--- src/rtl/esm_pkg.sv ---
// ----------------------------------------------------------------------------
// esm_pkg
// Shared widths, codes and controller/datapath bundles of the encoder speed
// meter.
// ----------------------------------------------------------------------------
`default_nettype none

package esm_pkg;

  // Default values for the top-level parameters
  localparam int NUM_CHANNELS_DEF    = 2;
  localparam int MIN_INTERVAL_DEF    = 10;
  localparam int MAX_INTERVAL_DEF    = 2000;

  // Field widths
  localparam int OP_W       = 2;
  localparam int CNT_W      = 32;
  localparam int TIME_W     = 32;
  localparam int STATUS_W   = 2;
  localparam int SPEED_W    = 32;
  localparam int IVL_W      = 11;
  localparam int ACT_W      = 2;
  localparam int PPR_W      = 24;
  localparam int SPAN_W     = 31;
  localparam int DIR_W      = 2;
  localparam int CFG_IDX_W  = 3;
  localparam int CFG_DATA_W = 31;

  // Channels that have their own configuration registers
  localparam int CFG_CHANNELS = 2;

  // Wrap-corrected delta, with headroom for the span add and subtract
  localparam int DELTA_W  = CNT_W + 2;
  // Magnitude of the corrected delta is at most 2^31
  localparam int MAG_W    = 32;
  // 60000 = 60 s/min * 1000 ms/s
  localparam int RPM_SCALE_W = 16;
  localparam logic [RPM_SCALE_W-1:0] RPM_SCALE = 16'd60000;
  localparam int NUM_W    = MAG_W + RPM_SCALE_W;
  // Quotient bits, and the left shift of the numerator (Q16.8 ppr to Q16.16)
  localparam int QUOT_W      = 32;
  localparam int FRAC_SHIFT  = 24;
  localparam int PRE_SHIFT   = QUOT_W - FRAC_SHIFT;
  localparam int STEP_W      = $clog2(QUOT_W);

  localparam logic [QUOT_W-1:0]  SPEED_SAT_MAG = 32'h8000_0000;
  localparam logic [SPEED_W-1:0] SPEED_MAX_POS = 32'h7FFF_FFFF;

  // Opcodes
  localparam logic [OP_W-1:0] OP_MEASURE    = 2'd0;
  localparam logic [OP_W-1:0] OP_RESYNC     = 2'd1;
  localparam logic [OP_W-1:0] OP_INVALIDATE = 2'd2;
  localparam logic [OP_W-1:0] OP_RESERVED   = 2'd3;

  // Result status codes
  localparam logic [STATUS_W-1:0] ST_SPEED    = 2'd0;
  localparam logic [STATUS_W-1:0] ST_BASELINE = 2'd1;
  localparam logic [STATUS_W-1:0] ST_RANGE    = 2'd2;
  localparam logic [STATUS_W-1:0] ST_BAD      = 2'd3;

  // Configuration register indexes
  localparam logic [CFG_IDX_W-1:0] REG_ACTIVE   = 3'd0;
  localparam logic [CFG_IDX_W-1:0] REG_PPR_CH0  = 3'd1;
  localparam logic [CFG_IDX_W-1:0] REG_PPR_CH1  = 3'd2;
  localparam logic [CFG_IDX_W-1:0] REG_SPAN_CH0 = 3'd3;
  localparam logic [CFG_IDX_W-1:0] REG_SPAN_CH1 = 3'd4;
  localparam logic [CFG_IDX_W-1:0] REG_DIR_CH0  = 3'd5;
  localparam logic [CFG_IDX_W-1:0] REG_DIR_CH1  = 3'd6;

  // Configuration reset values
  localparam logic [ACT_W-1:0]  ACTIVE_RST = 2'd2;
  localparam logic [PPR_W-1:0]  PPR_RST    = 24'd256;
  localparam logic [SPAN_W-1:0] SPAN_RST   = 31'd65536;
  localparam logic [DIR_W-1:0]  DIR_RST    = 2'd1;

  // Commands from controller to datapath
  typedef struct packed {
    logic                capture;
    logic                clear_valid;
    logic                store_base;
    logic                load_delta;
    logic                wrap_hi;
    logic                wrap_lo;
    logic                take_mag;
    logic                mult;
    logic                div_init;
    logic                div_step;
    logic                set_status;
    logic [STATUS_W-1:0] status_code;
    logic                load_out;
  } esm_cmd_t;

  // Status from datapath to controller
  typedef struct packed {
    logic            bad;
    logic [OP_W-1:0] op;
    logic            base_valid;
    logic            dt_ok;
    logic            div_last;
  } esm_stat_t;

endpackage

`default_nettype wire

--- src/rtl/esm_if.sv ---
// ----------------------------------------------------------------------------
// esm_if
// Request, result and configuration channels of the encoder speed meter.
// ----------------------------------------------------------------------------
`default_nettype none

interface esm_in_if;
  logic                             valid;
  logic                             ready;
  logic [esm_pkg::OP_W-1:0]         opcode;
  logic                             channel;
  logic signed [esm_pkg::CNT_W-1:0] encoder_count;
  logic [esm_pkg::TIME_W-1:0]       now_ms;

  modport source(output valid, opcode, channel, encoder_count, now_ms, input ready);
  modport sink(input valid, opcode, channel, encoder_count, now_ms, output ready);
endinterface

interface esm_out_if;
  logic                               valid;
  logic                               ready;
  logic [esm_pkg::STATUS_W-1:0]       status;
  logic signed [esm_pkg::SPEED_W-1:0] speed_rpm;
  logic [esm_pkg::IVL_W-1:0]          interval_ms;

  modport source(output valid, status, speed_rpm, interval_ms, input ready);
  modport sink(input valid, status, speed_rpm, interval_ms, output ready);
endinterface

interface esm_cfg_if;
  logic                            valid;
  logic                            ready;
  logic [esm_pkg::CFG_IDX_W-1:0]   index;
  logic [esm_pkg::CFG_DATA_W-1:0]  data;

  modport source(output valid, index, data, input ready);
  modport sink(input valid, index, data, output ready);
endinterface

`default_nettype wire

--- src/rtl/esm_ctrl.sv ---
// ----------------------------------------------------------------------------
// esm_ctrl
// Sequencer of the speed meter: classifies a request, steps the datapath
// through wrap correction, scaling and the bit-serial divide, and owns the
// result valid flag.
// ----------------------------------------------------------------------------
`default_nettype none

module esm_ctrl (
  input  wire logic              clk,
  input  wire logic              rst,
  input  wire logic              item_valid,
  output logic                   item_ready,
  output logic                   out_valid,
  input  wire logic              out_ready,
  input  wire esm_pkg::esm_stat_t stat,
  output esm_pkg::esm_cmd_t      cmd
);

  localparam logic [3:0] S_IDLE     = 4'd0;
  localparam logic [3:0] S_LOOK     = 4'd1;
  localparam logic [3:0] S_WRAP_HI  = 4'd2;
  localparam logic [3:0] S_WRAP_LO  = 4'd3;
  localparam logic [3:0] S_MAG      = 4'd4;
  localparam logic [3:0] S_MULT     = 4'd5;
  localparam logic [3:0] S_DIV_INIT = 4'd6;
  localparam logic [3:0] S_DIV      = 4'd7;
  localparam logic [3:0] S_FINISH   = 4'd8;

  logic [3:0] state;
  logic [3:0] state_next;
  logic       out_valid_next;
  logic       accept;

  assign item_ready = (state == S_IDLE);
  assign accept     = item_valid && item_ready;

  // Next state and command decode
  always_comb begin
    state_next = state;
    cmd        = '0;
    case (state)
      S_IDLE: begin
        if (accept) begin
          cmd.capture = 1'b1;
          state_next  = S_LOOK;
        end
      end
      S_LOOK: begin
        cmd.set_status = 1'b1;
        state_next     = S_FINISH;
        if (stat.bad) begin
          cmd.status_code = esm_pkg::ST_BAD;
        end else if (stat.op == esm_pkg::OP_INVALIDATE) begin
          cmd.clear_valid = 1'b1;
          cmd.status_code = esm_pkg::ST_BASELINE;
        end else if (stat.op == esm_pkg::OP_RESYNC || !stat.base_valid) begin
          cmd.store_base  = 1'b1;
          cmd.status_code = esm_pkg::ST_BASELINE;
        end else if (!stat.dt_ok) begin
          cmd.store_base  = 1'b1;
          cmd.status_code = esm_pkg::ST_RANGE;
        end else begin
          cmd.store_base  = 1'b1;
          cmd.load_delta  = 1'b1;
          cmd.status_code = esm_pkg::ST_SPEED;
          state_next      = S_WRAP_HI;
        end
      end
      S_WRAP_HI: begin
        cmd.wrap_hi = 1'b1;
        state_next  = S_WRAP_LO;
      end
      S_WRAP_LO: begin
        cmd.wrap_lo = 1'b1;
        state_next  = S_MAG;
      end
      S_MAG: begin
        cmd.take_mag = 1'b1;
        state_next   = S_MULT;
      end
      S_MULT: begin
        cmd.mult   = 1'b1;
        state_next = S_DIV_INIT;
      end
      S_DIV_INIT: begin
        cmd.div_init = 1'b1;
        state_next   = S_DIV;
      end
      S_DIV: begin
        cmd.div_step = 1'b1;
        if (stat.div_last) begin
          state_next = S_FINISH;
        end
      end
      S_FINISH: begin
        // Hand the result over once the output register is free
        if (!out_valid || out_ready) begin
          cmd.load_out = 1'b1;
          state_next   = S_IDLE;
        end
      end
      default: begin
        state_next = S_IDLE;
      end
    endcase
  end

  // Output valid: set on load, drop when taken
  always_comb begin
    out_valid_next = out_valid;
    if (cmd.load_out) begin
      out_valid_next = 1'b1;
    end else if (out_ready) begin
      out_valid_next = 1'b0;
    end
  end

  always_ff @(posedge clk) begin
    if (rst) begin
      state     <= S_IDLE;
      out_valid <= 1'b0;
    end else begin
      state     <= state_next;
      out_valid <= out_valid_next;
    end
  end

  a_accept_to_look: assert property (@(posedge clk) disable iff (rst)
    accept |=> (state == S_LOOK))
    else $error("accepted request did not advance to classification");

  a_load_slot_free: assert property (@(posedge clk) disable iff (rst)
    cmd.load_out |-> (!out_valid || out_ready))
    else $error("result loaded over an untaken result");

  a_div_to_finish: assert property (@(posedge clk) disable iff (rst)
    (state == S_DIV && stat.div_last) |=> (state == S_FINISH))
    else $error("divide did not end after its last step");

  a_busy_not_ready: assert property (@(posedge clk) disable iff (rst)
    (state == S_DIV) |-> !item_ready)
    else $error("request channel ready during divide");

endmodule

`default_nettype wire

--- src/rtl/esm_datapath.sv ---
// ----------------------------------------------------------------------------
// esm_datapath
// Configuration registers, per-channel baselines, wrap correction, scaling
// multipliers, a restoring divider one quotient bit per cycle, and the
// result register.
// ----------------------------------------------------------------------------
`default_nettype none

module esm_datapath #(
  parameter int NUM_CHANNELS    = esm_pkg::NUM_CHANNELS_DEF,
  parameter int MIN_INTERVAL_MS = esm_pkg::MIN_INTERVAL_DEF,
  parameter int MAX_INTERVAL_MS = esm_pkg::MAX_INTERVAL_DEF
) (
  input  wire logic                              clk,
  input  wire logic                              rst,
  // Configuration writes
  input  wire logic                              cfg_we,
  input  wire logic [esm_pkg::CFG_IDX_W-1:0]     cfg_index,
  input  wire logic [esm_pkg::CFG_DATA_W-1:0]    cfg_data,
  // Request payload
  input  wire logic [esm_pkg::OP_W-1:0]          opcode,
  input  wire logic                              channel,
  input  wire logic signed [esm_pkg::CNT_W-1:0]  encoder_count,
  input  wire logic [esm_pkg::TIME_W-1:0]        now_ms,
  // Result payload
  output logic [esm_pkg::STATUS_W-1:0]           status,
  output logic signed [esm_pkg::SPEED_W-1:0]     speed_rpm,
  output logic [esm_pkg::IVL_W-1:0]              interval_ms,
  // Controller link
  input  wire esm_pkg::esm_cmd_t                 cmd,
  output esm_pkg::esm_stat_t                     stat
);

  localparam int CH_IDX_W = (NUM_CHANNELS > 1) ? $clog2(NUM_CHANNELS) : 1;
  localparam int DT_W     = $clog2(MAX_INTERVAL_MS + 1);
  localparam int DEN_W    = DT_W + esm_pkg::PPR_W;
  localparam int HI_W     = esm_pkg::NUM_W - esm_pkg::PRE_SHIFT;

  // Configuration registers
  logic [esm_pkg::ACT_W-1:0]  active_q;
  logic [esm_pkg::PPR_W-1:0]  ppr_q  [esm_pkg::CFG_CHANNELS];
  logic [esm_pkg::SPAN_W-1:0] span_q [esm_pkg::CFG_CHANNELS];
  logic [esm_pkg::DIR_W-1:0]  dir_q  [esm_pkg::CFG_CHANNELS];

  // Request registers
  logic [esm_pkg::OP_W-1:0]   op_q;
  logic                       ch_q;
  logic [esm_pkg::CNT_W-1:0]  cnt_q;
  logic [esm_pkg::TIME_W-1:0] now_q;
  logic [CH_IDX_W-1:0]        idx;

  // Per-channel baseline
  logic [esm_pkg::CNT_W-1:0]  last_count [NUM_CHANNELS];
  logic [esm_pkg::TIME_W-1:0] last_time  [NUM_CHANNELS];
  logic [NUM_CHANNELS-1:0]    base_valid;

  // Arithmetic registers
  logic [DT_W-1:0]                     dt;
  logic signed [esm_pkg::DELTA_W-1:0]  delta;
  logic                                neg;
  logic [esm_pkg::MAG_W-1:0]           mag;
  logic [DEN_W-1:0]                    den;
  logic [esm_pkg::NUM_W-1:0]           num;
  logic                                sat;
  logic [DEN_W-1:0]                    rem;
  logic [esm_pkg::QUOT_W-1:0]          low_bits;
  logic [esm_pkg::QUOT_W-1:0]          quot;
  logic [esm_pkg::STEP_W-1:0]          step_cnt;
  logic [esm_pkg::STATUS_W-1:0]        res_status;

  // Combinational terms
  logic [esm_pkg::TIME_W-1:0]          dt_full;
  logic [esm_pkg::CNT_W-1:0]           raw_delta;
  logic signed [esm_pkg::DELTA_W-1:0]  span_s;
  logic signed [esm_pkg::DELTA_W-1:0]  half_s;
  logic signed [esm_pkg::DELTA_W-1:0]  neg_delta;
  logic [esm_pkg::PPR_W-1:0]           ppr_eff;
  logic [DEN_W:0]                      trial;
  logic [DEN_W:0]                      trial_diff;
  logic                                qbit;
  logic [esm_pkg::QUOT_W-1:0]          mag_fin;
  logic                                neg_fin;
  logic [esm_pkg::DIR_W-1:0]           dir_sel;
  logic [esm_pkg::SPEED_W-1:0]         speed_val;

  assign idx = CH_IDX_W'(ch_q);

  // Configuration write decode
  always_ff @(posedge clk) begin
    if (rst) begin
      active_q <= esm_pkg::ACTIVE_RST;
      for (int i = 0; i < esm_pkg::CFG_CHANNELS; i++) begin
        ppr_q[i]  <= esm_pkg::PPR_RST;
        span_q[i] <= esm_pkg::SPAN_RST;
        dir_q[i]  <= esm_pkg::DIR_RST;
      end
    end else if (cfg_we) begin
      case (cfg_index)
        esm_pkg::REG_ACTIVE:   active_q  <= cfg_data[esm_pkg::ACT_W-1:0];
        esm_pkg::REG_PPR_CH0:  ppr_q[0]  <= cfg_data[esm_pkg::PPR_W-1:0];
        esm_pkg::REG_PPR_CH1:  ppr_q[1]  <= cfg_data[esm_pkg::PPR_W-1:0];
        esm_pkg::REG_SPAN_CH0: span_q[0] <= cfg_data[esm_pkg::SPAN_W-1:0];
        esm_pkg::REG_SPAN_CH1: span_q[1] <= cfg_data[esm_pkg::SPAN_W-1:0];
        esm_pkg::REG_DIR_CH0:  dir_q[0]  <= cfg_data[esm_pkg::DIR_W-1:0];
        esm_pkg::REG_DIR_CH1:  dir_q[1]  <= cfg_data[esm_pkg::DIR_W-1:0];
        default: begin
        end
      endcase
    end
  end

  // Hold the request
  always_ff @(posedge clk) begin
    if (cmd.capture) begin
      op_q  <= opcode;
      ch_q  <= channel;
      cnt_q <= encoder_count;
      now_q <= now_ms;
    end
  end

  // Classification terms
  assign dt_full   = now_q - last_time[idx];
  assign raw_delta = cnt_q - last_count[idx];

  assign stat.bad = ({1'b0, ch_q} >= active_q)
                 || ({31'b0, ch_q} >= 32'(NUM_CHANNELS))
                 || (op_q == esm_pkg::OP_RESERVED);
  assign stat.op         = op_q;
  assign stat.base_valid = base_valid[idx];
  assign stat.dt_ok      = (dt_full >= 32'(MIN_INTERVAL_MS))
                        && (dt_full <= 32'(MAX_INTERVAL_MS));
  assign stat.div_last   = (step_cnt == esm_pkg::STEP_W'(esm_pkg::QUOT_W - 1));

  // Baseline store and invalidate
  always_ff @(posedge clk) begin
    if (rst) begin
      base_valid <= '0;
    end else if (cmd.clear_valid) begin
      base_valid[idx] <= 1'b0;
    end else if (cmd.store_base) begin
      base_valid[idx] <= 1'b1;
    end
  end

  always_ff @(posedge clk) begin
    if (cmd.store_base) begin
      last_count[idx] <= cnt_q;
      last_time[idx]  <= now_q;
    end
  end

  // Wrap correction against the channel span
  assign span_s    = {3'b0, span_q[ch_q]};
  assign half_s    = span_s >>> 1;
  assign neg_delta = -delta;
  assign ppr_eff   = (ppr_q[ch_q] == '0) ? esm_pkg::PPR_W'(1) : ppr_q[ch_q];

  // Restoring divide: one quotient bit per step
  assign trial      = {rem, low_bits[esm_pkg::QUOT_W-1]};
  assign trial_diff = trial - {1'b0, den};
  assign qbit       = (trial >= {1'b0, den});

  always_ff @(posedge clk) begin
    if (cmd.load_delta) begin
      dt    <= dt_full[DT_W-1:0];
      delta <= {{2{raw_delta[esm_pkg::CNT_W-1]}}, raw_delta};
    end
    if (cmd.wrap_hi && span_s != '0 && delta > half_s) begin
      delta <= delta - span_s;
    end
    if (cmd.wrap_lo && span_s != '0 && delta < -half_s) begin
      delta <= delta + span_s;
    end
    if (cmd.take_mag) begin
      neg <= delta[esm_pkg::DELTA_W-1];
      mag <= delta[esm_pkg::DELTA_W-1] ? neg_delta[esm_pkg::MAG_W-1:0]
                                       : delta[esm_pkg::MAG_W-1:0];
      den <= DEN_W'(dt) * DEN_W'(ppr_eff);
    end
    if (cmd.mult) begin
      num <= {{esm_pkg::RPM_SCALE_W{1'b0}}, mag}
           * esm_pkg::NUM_W'(esm_pkg::RPM_SCALE);
    end
    if (cmd.div_init) begin
      // Quotient beyond 32 bits when the high part already reaches the divisor
      sat      <= (num[esm_pkg::NUM_W-1:esm_pkg::PRE_SHIFT] >= HI_W'(den));
      rem      <= num[esm_pkg::PRE_SHIFT+DEN_W-1:esm_pkg::PRE_SHIFT];
      low_bits <= {num[esm_pkg::PRE_SHIFT-1:0], {esm_pkg::FRAC_SHIFT{1'b0}}};
      quot     <= '0;
      step_cnt <= '0;
    end
    if (cmd.div_step) begin
      rem      <= qbit ? trial_diff[DEN_W-1:0] : trial[DEN_W-1:0];
      low_bits <= {low_bits[esm_pkg::QUOT_W-2:0], 1'b0};
      quot     <= {quot[esm_pkg::QUOT_W-2:0], qbit};
      step_cnt <= step_cnt + esm_pkg::STEP_W'(1);
    end
    if (cmd.set_status) begin
      res_status <= cmd.status_code;
    end
  end

  // Saturate, apply direction and sign
  assign dir_sel = dir_q[ch_q];

  always_comb begin
    mag_fin = (sat || quot > esm_pkg::SPEED_SAT_MAG) ? esm_pkg::SPEED_SAT_MAG : quot;
    neg_fin = neg ^ dir_sel[1];
    if (dir_sel == '0) begin
      mag_fin = '0;
    end
    if (neg_fin) begin
      speed_val = -mag_fin;
    end else if (mag_fin > esm_pkg::SPEED_MAX_POS) begin
      speed_val = esm_pkg::SPEED_MAX_POS;
    end else begin
      speed_val = mag_fin;
    end
  end

  // Result register
  always_ff @(posedge clk) begin
    if (cmd.load_out) begin
      status <= res_status;
      if (res_status == esm_pkg::ST_SPEED) begin
        speed_rpm   <= speed_val;
        interval_ms <= esm_pkg::IVL_W'(dt);
      end else begin
        speed_rpm   <= '0;
        interval_ms <= '0;
      end
    end
  end

  a_base_set: assert property (@(posedge clk) disable iff (rst)
    cmd.store_base |=> base_valid[$past(idx)])
    else $error("baseline not marked valid after store");

  a_mag_bound: assert property (@(posedge clk) disable iff (rst)
    cmd.take_mag |=> (mag <= esm_pkg::SPEED_SAT_MAG))
    else $error("wrap-corrected delta magnitude exceeds 2^31");

  a_no_speed_zero: assert property (@(posedge clk) disable iff (rst)
    (cmd.load_out && res_status != esm_pkg::ST_SPEED)
      |=> (speed_rpm == '0 && interval_ms == '0))
    else $error("speed or interval nonzero on a result without speed");

endmodule

`default_nettype wire

--- src/rtl/encoder_speed_measure_unit.sv ---
// ----------------------------------------------------------------------------
// encoder_speed_measure_unit
// Measure requests that produce a speed pass through wrap correction,
//   scaling and the bit-serial divider before the result is loaded.
// Other requests (baseline, out of range, bad channel or opcode) skip to the finish state.
// The result is loaded into the output register once that register is free,
//   and a new request is accepted while it waits to be taken.
// Synchronous reset restores the configuration defaults and clears all
//   baselines and the result valid flag.
// ----------------------------------------------------------------------------
`default_nettype none

module encoder_speed_measure_unit #(
  parameter int NUM_CHANNELS    = esm_pkg::NUM_CHANNELS_DEF,
  parameter int MIN_INTERVAL_MS = esm_pkg::MIN_INTERVAL_DEF,
  parameter int MAX_INTERVAL_MS = esm_pkg::MAX_INTERVAL_DEF
) (
  input  wire logic  clk,
  input  wire logic  rst,
  esm_in_if.sink     item,
  esm_out_if.source  result,
  esm_cfg_if.sink    cfg
);

  esm_pkg::esm_cmd_t  cmd;
  esm_pkg::esm_stat_t stat;
  logic               cfg_we;

  // Configuration writes are always taken
  assign cfg.ready = 1'b1;
  assign cfg_we    = cfg.valid && cfg.ready;

  esm_ctrl u_ctrl (
    .clk        (clk),
    .rst        (rst),
    .item_valid (item.valid),
    .item_ready (item.ready),
    .out_valid  (result.valid),
    .out_ready  (result.ready),
    .stat       (stat),
    .cmd        (cmd)
  );

  esm_datapath #(
    .NUM_CHANNELS    (NUM_CHANNELS),
    .MIN_INTERVAL_MS (MIN_INTERVAL_MS),
    .MAX_INTERVAL_MS (MAX_INTERVAL_MS)
  ) u_datapath (
    .clk           (clk),
    .rst           (rst),
    .cfg_we        (cfg_we),
    .cfg_index     (cfg.index),
    .cfg_data      (cfg.data),
    .opcode        (item.opcode),
    .channel       (item.channel),
    .encoder_count (item.encoder_count),
    .now_ms        (item.now_ms),
    .status        (result.status),
    .speed_rpm     (result.speed_rpm),
    .interval_ms   (result.interval_ms),
    .cmd           (cmd),
    .stat          (stat)
  );

endmodule

`default_nettype wire

--- src/flat_wrapper.sv ---
// flat-port wrapper written by rule: the top's interface ports become plain ports
module encoder_speed_measure_unit_flat 
#(
  parameter int NUM_CHANNELS    = esm_pkg::NUM_CHANNELS_DEF,
  parameter int MIN_INTERVAL_MS = esm_pkg::MIN_INTERVAL_DEF,
  parameter int MAX_INTERVAL_MS = esm_pkg::MAX_INTERVAL_DEF
)
  (clk, rst, item_valid, item_opcode, item_channel, item_encoder_count, item_now_ms, item_ready, result_valid, result_status, result_speed_rpm, result_interval_ms, result_ready, cfg_valid, cfg_index, cfg_data, cfg_ready);
  esm_in_if item_i ();
  esm_out_if result_i ();
  esm_cfg_if cfg_i ();
  input  wire logic clk;
  input  wire logic rst;
  input wire logic [$bits(item_i.valid)-1:0] item_valid;
  input wire logic [$bits(item_i.opcode)-1:0] item_opcode;
  input wire logic [$bits(item_i.channel)-1:0] item_channel;
  input wire logic [$bits(item_i.encoder_count)-1:0] item_encoder_count;
  input wire logic [$bits(item_i.now_ms)-1:0] item_now_ms;
  output wire logic [$bits(item_i.ready)-1:0] item_ready;
  output wire logic [$bits(result_i.valid)-1:0] result_valid;
  output wire logic [$bits(result_i.status)-1:0] result_status;
  output wire logic [$bits(result_i.speed_rpm)-1:0] result_speed_rpm;
  output wire logic [$bits(result_i.interval_ms)-1:0] result_interval_ms;
  input wire logic [$bits(result_i.ready)-1:0] result_ready;
  input wire logic [$bits(cfg_i.valid)-1:0] cfg_valid;
  input wire logic [$bits(cfg_i.index)-1:0] cfg_index;
  input wire logic [$bits(cfg_i.data)-1:0] cfg_data;
  output wire logic [$bits(cfg_i.ready)-1:0] cfg_ready;
  assign item_i.valid = item_valid;
  assign item_i.opcode = item_opcode;
  assign item_i.channel = item_channel;
  assign item_i.encoder_count = item_encoder_count;
  assign item_i.now_ms = item_now_ms;
  assign item_ready = item_i.ready;
  assign result_valid = result_i.valid;
  assign result_status = result_i.status;
  assign result_speed_rpm = result_i.speed_rpm;
  assign result_interval_ms = result_i.interval_ms;
  assign result_i.ready = result_ready;
  assign cfg_i.valid = cfg_valid;
  assign cfg_i.index = cfg_index;
  assign cfg_i.data = cfg_data;
  assign cfg_ready = cfg_i.ready;
  encoder_speed_measure_unit #(.NUM_CHANNELS(NUM_CHANNELS), .MIN_INTERVAL_MS(MIN_INTERVAL_MS), .MAX_INTERVAL_MS(MAX_INTERVAL_MS)) u_core (.clk(clk), .rst(rst), .item(item_i), .result(result_i), .cfg(cfg_i));
endmodule
--- config.mk ---
export PLATFORM = sky130hd
export DESIGN_NAME = encoder_speed_measure_unit_flat
export DESIGN_NICKNAME = d
export VERILOG_FILES = /design/src/rtl/esm_pkg.sv /design/src/rtl/esm_if.sv /design/src/rtl/esm_ctrl.sv /design/src/rtl/esm_datapath.sv /design/src/rtl/encoder_speed_measure_unit.sv /design/src/flat_wrapper.sv
export SDC_FILE = /design/constraint.sdc
export NUM_CORES = 2
export LEC_CHECK = 0
export ABC_CLOCK_PERIOD_IN_PS = 13200
export BUFFER_PORTS_ARGS = -buffer_cell sky130_fd_sc_hd__buf_2
export CORE_MARGIN = 3
export CORE_UTILIZATION = 55
export DETAILED_ROUTE_END_ITERATION = 10
export GPL_ROUTABILITY_DRIVEN = 1
export GPL_TIMING_DRIVEN = 0
export HOLD_SLACK_MARGIN = 0.1
export PLACE_DENSITY_LB_ADDON = 0.3
export SLEW_MARGIN = 30
export SYNTH_ARGS = -nofsm -noshare
export SYNTH_HDL_FRONTEND = slang
export SYNTH_SLANG_ARGS = --single-unit
--- constraint.sdc ---
create_clock -name clk -period 13.2 [get_ports clk]
set_clock_uncertainty 0.1 [all_clocks]
set_input_delay 0.66 -clock clk [delete_from_list [all_inputs] [get_ports clk]]
set_output_delay 0.66 -clock clk [all_outputs]
set_load 0.02 [all_outputs]
==> impl_metrics.csv <==
group,metric,value,unit
status,status,"finished, final reports clean",
drt,via_count,36600,
synthesis,mappedNetlistArea,49000,µm²
global_routing,grt_pass1_vias,36600,
drt,drtIter0Drc,2939,
synthesis,yosys_warnings,0,
synthesis,synth_area_leaders,"edfxtp_1, fa_1, ha_1",
floorplan,start_util,55.9,%
worst_setup_path,crit_fanout,23,
synthesis,synth_seq_area_share,36.5,%
sta,slew_headroom,32.5,%
worst_setup_path,path_depth,29,
floorplan,dieHeight,304,µm
sta,finalMaxSlewViolations,0,
power_and_ir_drop,p_leak,22.7,nW
synthesis,postSynth.asyncResetShare,0,%
clock_tree,worstSkewPairLatency,0.67,ns
placement,dp_hpwl,99600,µm
worst_setup_path,crit_slowest_cell,"nor2_1",
run,maxCapViolations,0,
clock_tree,clock_sinks,598,
floorplan,coreArea,87600,µm²
finish,n_fill_cell,6948,
drt,drt-total-wl,128000,µm
drt,drt_first_pass_iters,5,
floorplan,fp-row-count,108,
global_routing,gr-total-overflow,0,
worst_setup_path,cpLargestDelayFamily,"buffers and inverters",
worst_setup_path,worstPathRequired,13.45,ns
synthesis,yosysTopAreaCellShare,36.1,%
worst_setup_path,end_kind,"flip-flop",
worst_setup_path,r2r_end,"u_core.u_datapath.delta[32]",
floorplan,dieArea,92600,µm²
sta,rsz0062_at_grt,"false",
sta,timing.setup.tns,0,ns
sta,finalHoldViolCount,0,
placement,port_buffers,152,
sta,fin_crit,10.75,ns
clock_tree,htree_levels,3,
worst_setup_path,cp.arrival,11.00,ns
synthesis,ys_types,90,
synthesis,syn_inst,4602,
floorplan,die_w,304,µm
worst_setup_path,cpPeakStageDelay,0.76,ns
finish,drive_above_1_share,8.11,%
worst_setup_path,r2r_setup_slack,2.45,ns
sta,worst_pin_slew,1.01,ns
power_and_ir_drop,power_density,153,nW/µm²
power_and_ir_drop,ir_drop,0.221,mV
finish,area_growth,11.6,%
floorplan,io_pins,154,
worst_hold_path,hp-class,"in -> reg",
synthesis,synthFlopType,"edfxtp_1",
clock_tree,clkSlewWorstSetupHoldPaths,0.06,ns
drt,viasPerCell,5.99,
placement,gp_congestion,0.961,
global_routing,grt_pass1_wl,202000,µm
global_routing,antenna_found_initial,9,
sta,fin_crit_sh,81.4,%
drt,drc,0,
clock_tree,cts-resized-gates,0,
synthesis,ys_seq_elements,598,
worst_setup_path,startpoint_type,"flip-flop",
synthesis,synth_edf_count,588,
synthesis,syn_nets,5497,
clock_tree,cts_tree,"done",
drt,routedWlPerCell,21.0,µm
global_routing,grt_max_degree,44,
synthesis,synth_top_cell_by_area,"edfxtp_1",
worst_setup_path,critPathKind,"reg -> reg",
finish,nets,5800,
worst_setup_path,crit_path_end,"u_core.u_datapath.delta[32]",
clock_tree,cts_buffers,69,
global_routing,grt.total_usage,27.4,%
synthesis,syn_area_per_cell,10.6,µm²
drt,ant_nets,0,
power_and_ir_drop,fin_total_pwr,8.34,mW
clock_tree,ctsLongestPathBuffers,3,
clock_tree,root_buffer,"clkbuf_16",
sta,setup_viol,0,
finish,regArea,17900,µm²
finish,multi_input_area,29000,µm²
worst_setup_path,crit_buf_inv,9,
worst_setup_path,worst-r2r-cell-count,29,
sta,fmax,93.1,MHz
==> registers in the layout, indices dropped and copies added, names as in the netlist, 34 cells and up, named ones only <==
signal	flops
u_core.u_datapath.delta	34
u_core.u_datapath.span_q	62
u_core.u_datapath.rem	35
u_core.u_datapath.den	35
u_core.u_datapath.last_time	64
u_core.u_datapath.ppr_q	48
u_core.u_datapath.num	43
u_core.u_datapath.last_count	64
==> where the power goes <==
group | total [mW] | switching [mW] | internal (mW)
Sequential | 2.37 | 0.0338 | 2.33
Clock | 2.01 | 0.824 | 1.19
Combinational | 3.96 | 2.35 | 1.61
==> per-stage QoR <==
stage | area, µm² | hold WS (ns) | worst slack [ns] | util, % | instances
global route | 54700 | 0.113 | 2.01 | 62.4 | 6112
CTS | 54600 | 0.108 | 2.62 | 62.4 | 6112
detailed placement | 51600 | 0.371 | 2.67 | 58.9 | 5923
finish | 54700 | 0.148 | 2.45 | 62.4 | 6116
floorplan | 49000 | 0.342 | 5.17 | - | 4602
global placement | 51200 | 0.359 | 1.53 | 58.4 | 5909
==> metal layers <==
metal	vias up	GRT usage, %	routed length [µm]
li1	17200	-	-
met1	17700	36.7	53800
met2	1430	44.3	59300
met3	288	5.50	10000
met4	6	10.4	5150
met5	-	0	41
==> area by class of cell <==
type | instances | area share [%]
Inverter | 412 | 2.84
Multi-Input combinational cell | 3435 | 53.1
Sequential cell | 598 | 32.7
Buffer | 157 | 1.17
Clock inverter | 38 | 0.996
Antenna cell | 4 | 0.0183
Tap cell | 1155 | 2.64
Clock buffer | 85 | 3.38
Timing Repair Buffer | 232 | 3.21
==> worst min path at each step <==
stage / to / slack, ns / cells past startpoint / start
finish: u_core.u_datapath.cnt_q[15] / 0.15 / 1 / item_encoder_count[15]
global route: u_core.u_datapath.cnt_q[15] / 0.11 / 1 / item_encoder_count[15]
CTS: u_core.u_datapath.cnt_q[15] / 0.11 / 1 / item_encoder_count[15]
detailed placement: u_core.u_datapath.last_time[0][3] / 0.37 / 0 / u_core.u_datapath.now_q[3]
global placement: flip-flop / 0.36 / 2 / flip-flop
floorplan: u_core.u_datapath.status[0] / 0.34 / 0 / u_core.u_datapath.res_status[0]
==> Yosys cell counts (9+ instances only) <==
library cell    n
o22ai_1        29
a31oi_1        45
xnor2_1       143
or4_1          23
o41ai_1        19
nand3_1        54
a2111oi_0      10
a21boi_0       13
nor3_1         72
and3_1         26
dfxtp_1        10
nand2b_1       48
a21o_1        124
xor2_1         56
mux2i_1       126
mux2_2         31
nor4_1         34
nand2_1       380
a221oi_1       19
edfxtp_1      588
or3_1          42
nand4_1        47
or2_2          27
o21bai_1       34
o221ai_1        9
o211ai_1       33
a311oi_1       21
clkbuf_1      129
nor2b_1        54
buf_2          20
a21oi_1       246
o311ai_0        9
o21ai_0       191
o31ai_1        29
and2_1        215
nor2_1        231
ha_1          446
a211oi_1       38
fa_1          343
o21a_1         32
a31o_2          9
inv_1         412
a211o_1        11
==> layout by cell type (no fill, tap or decap), types with 21 or more instances in the layout <==
cell type | Yosys | layout
edfxtp_1 | 588 | 588
ha_1 | 446 | 446
inv_1 | 412 | 410
nand2_1 | 380 | 379
fa_1 | 343 | 343
a21oi_1 | 246 | 246
nor2_1 | 231 | 230
and2_1 | 215 | 213
o21ai_0 | 191 | 191
buf_2 | 20 | 172
xnor2_1 | 143 | 143
clkbuf_1 | 129 | 139
mux2i_1 | 126 | 125
a21o_1 | 124 | 124
nor3_1 | 72 | 72
clkbuf_16 | 0 | 70
dlygate4sd3_1 | 0 | 66
xor2_1 | 56 | 56
nand3_1 | 54 | 54
nor2b_1 | 54 | 53
nand2b_1 | 48 | 48
nand4_1 | 47 | 47
a31oi_1 | 45 | 45
or3_1 | 42 | 42
a211oi_1 | 38 | 38
nor4_1 | 34 | 33
o211ai_1 | 33 | 33
o21a_1 | 32 | 32
o21bai_1 | 34 | 31
mux2_2 | 31 | 31
o22ai_1 | 29 | 29
o31ai_1 | 29 | 28
or2_2 | 27 | 27
and3_1 | 26 | 25
or4_1 | 23 | 23
a311oi_1 | 21 | 21
==> logic make-up (layout without fill, tap and decap cells) <==
kind of cell / Yosys count / count (layout) / synth area share (%)
other: 1 / 5 / 0.00766
AO/OA/AOI/OAI: 993 / 993 / 13.4
multiplexers: 157 / 157 / 3.29
adder cells (fa/ha/maj): 789 / 789 / 25.4
XOR/XNOR: 199 / 199 / 3.56
buffers and inverters: 569 / 924 / 4.47
AND/OR/NAND/NOR: 1296 / 1296 / 13.4
flip-flops: 598 / 598 / 36.5
==> worst reg2reg max path, delay by kind of cell (launching register included) <==
kind	cells	cell delay [ns]
flip-flops	1	0.44
XOR/XNOR	1	0.09
AO/OA/AOI/OAI	6	1.35
adder cells (fa/ha/maj)	2	0.50
buffers and inverters	9	4.31
AND/OR/NAND/NOR	10	3.05
multiplexers	1	0.61
==> what timing repair did <==
item                                   in CTS  in global routing
buffers inserted                            0                  0
endpoints found under the hold margin      66                  0
hold buffers                               66                  0
Note: power is estimated with default switching activity, not from simulation.
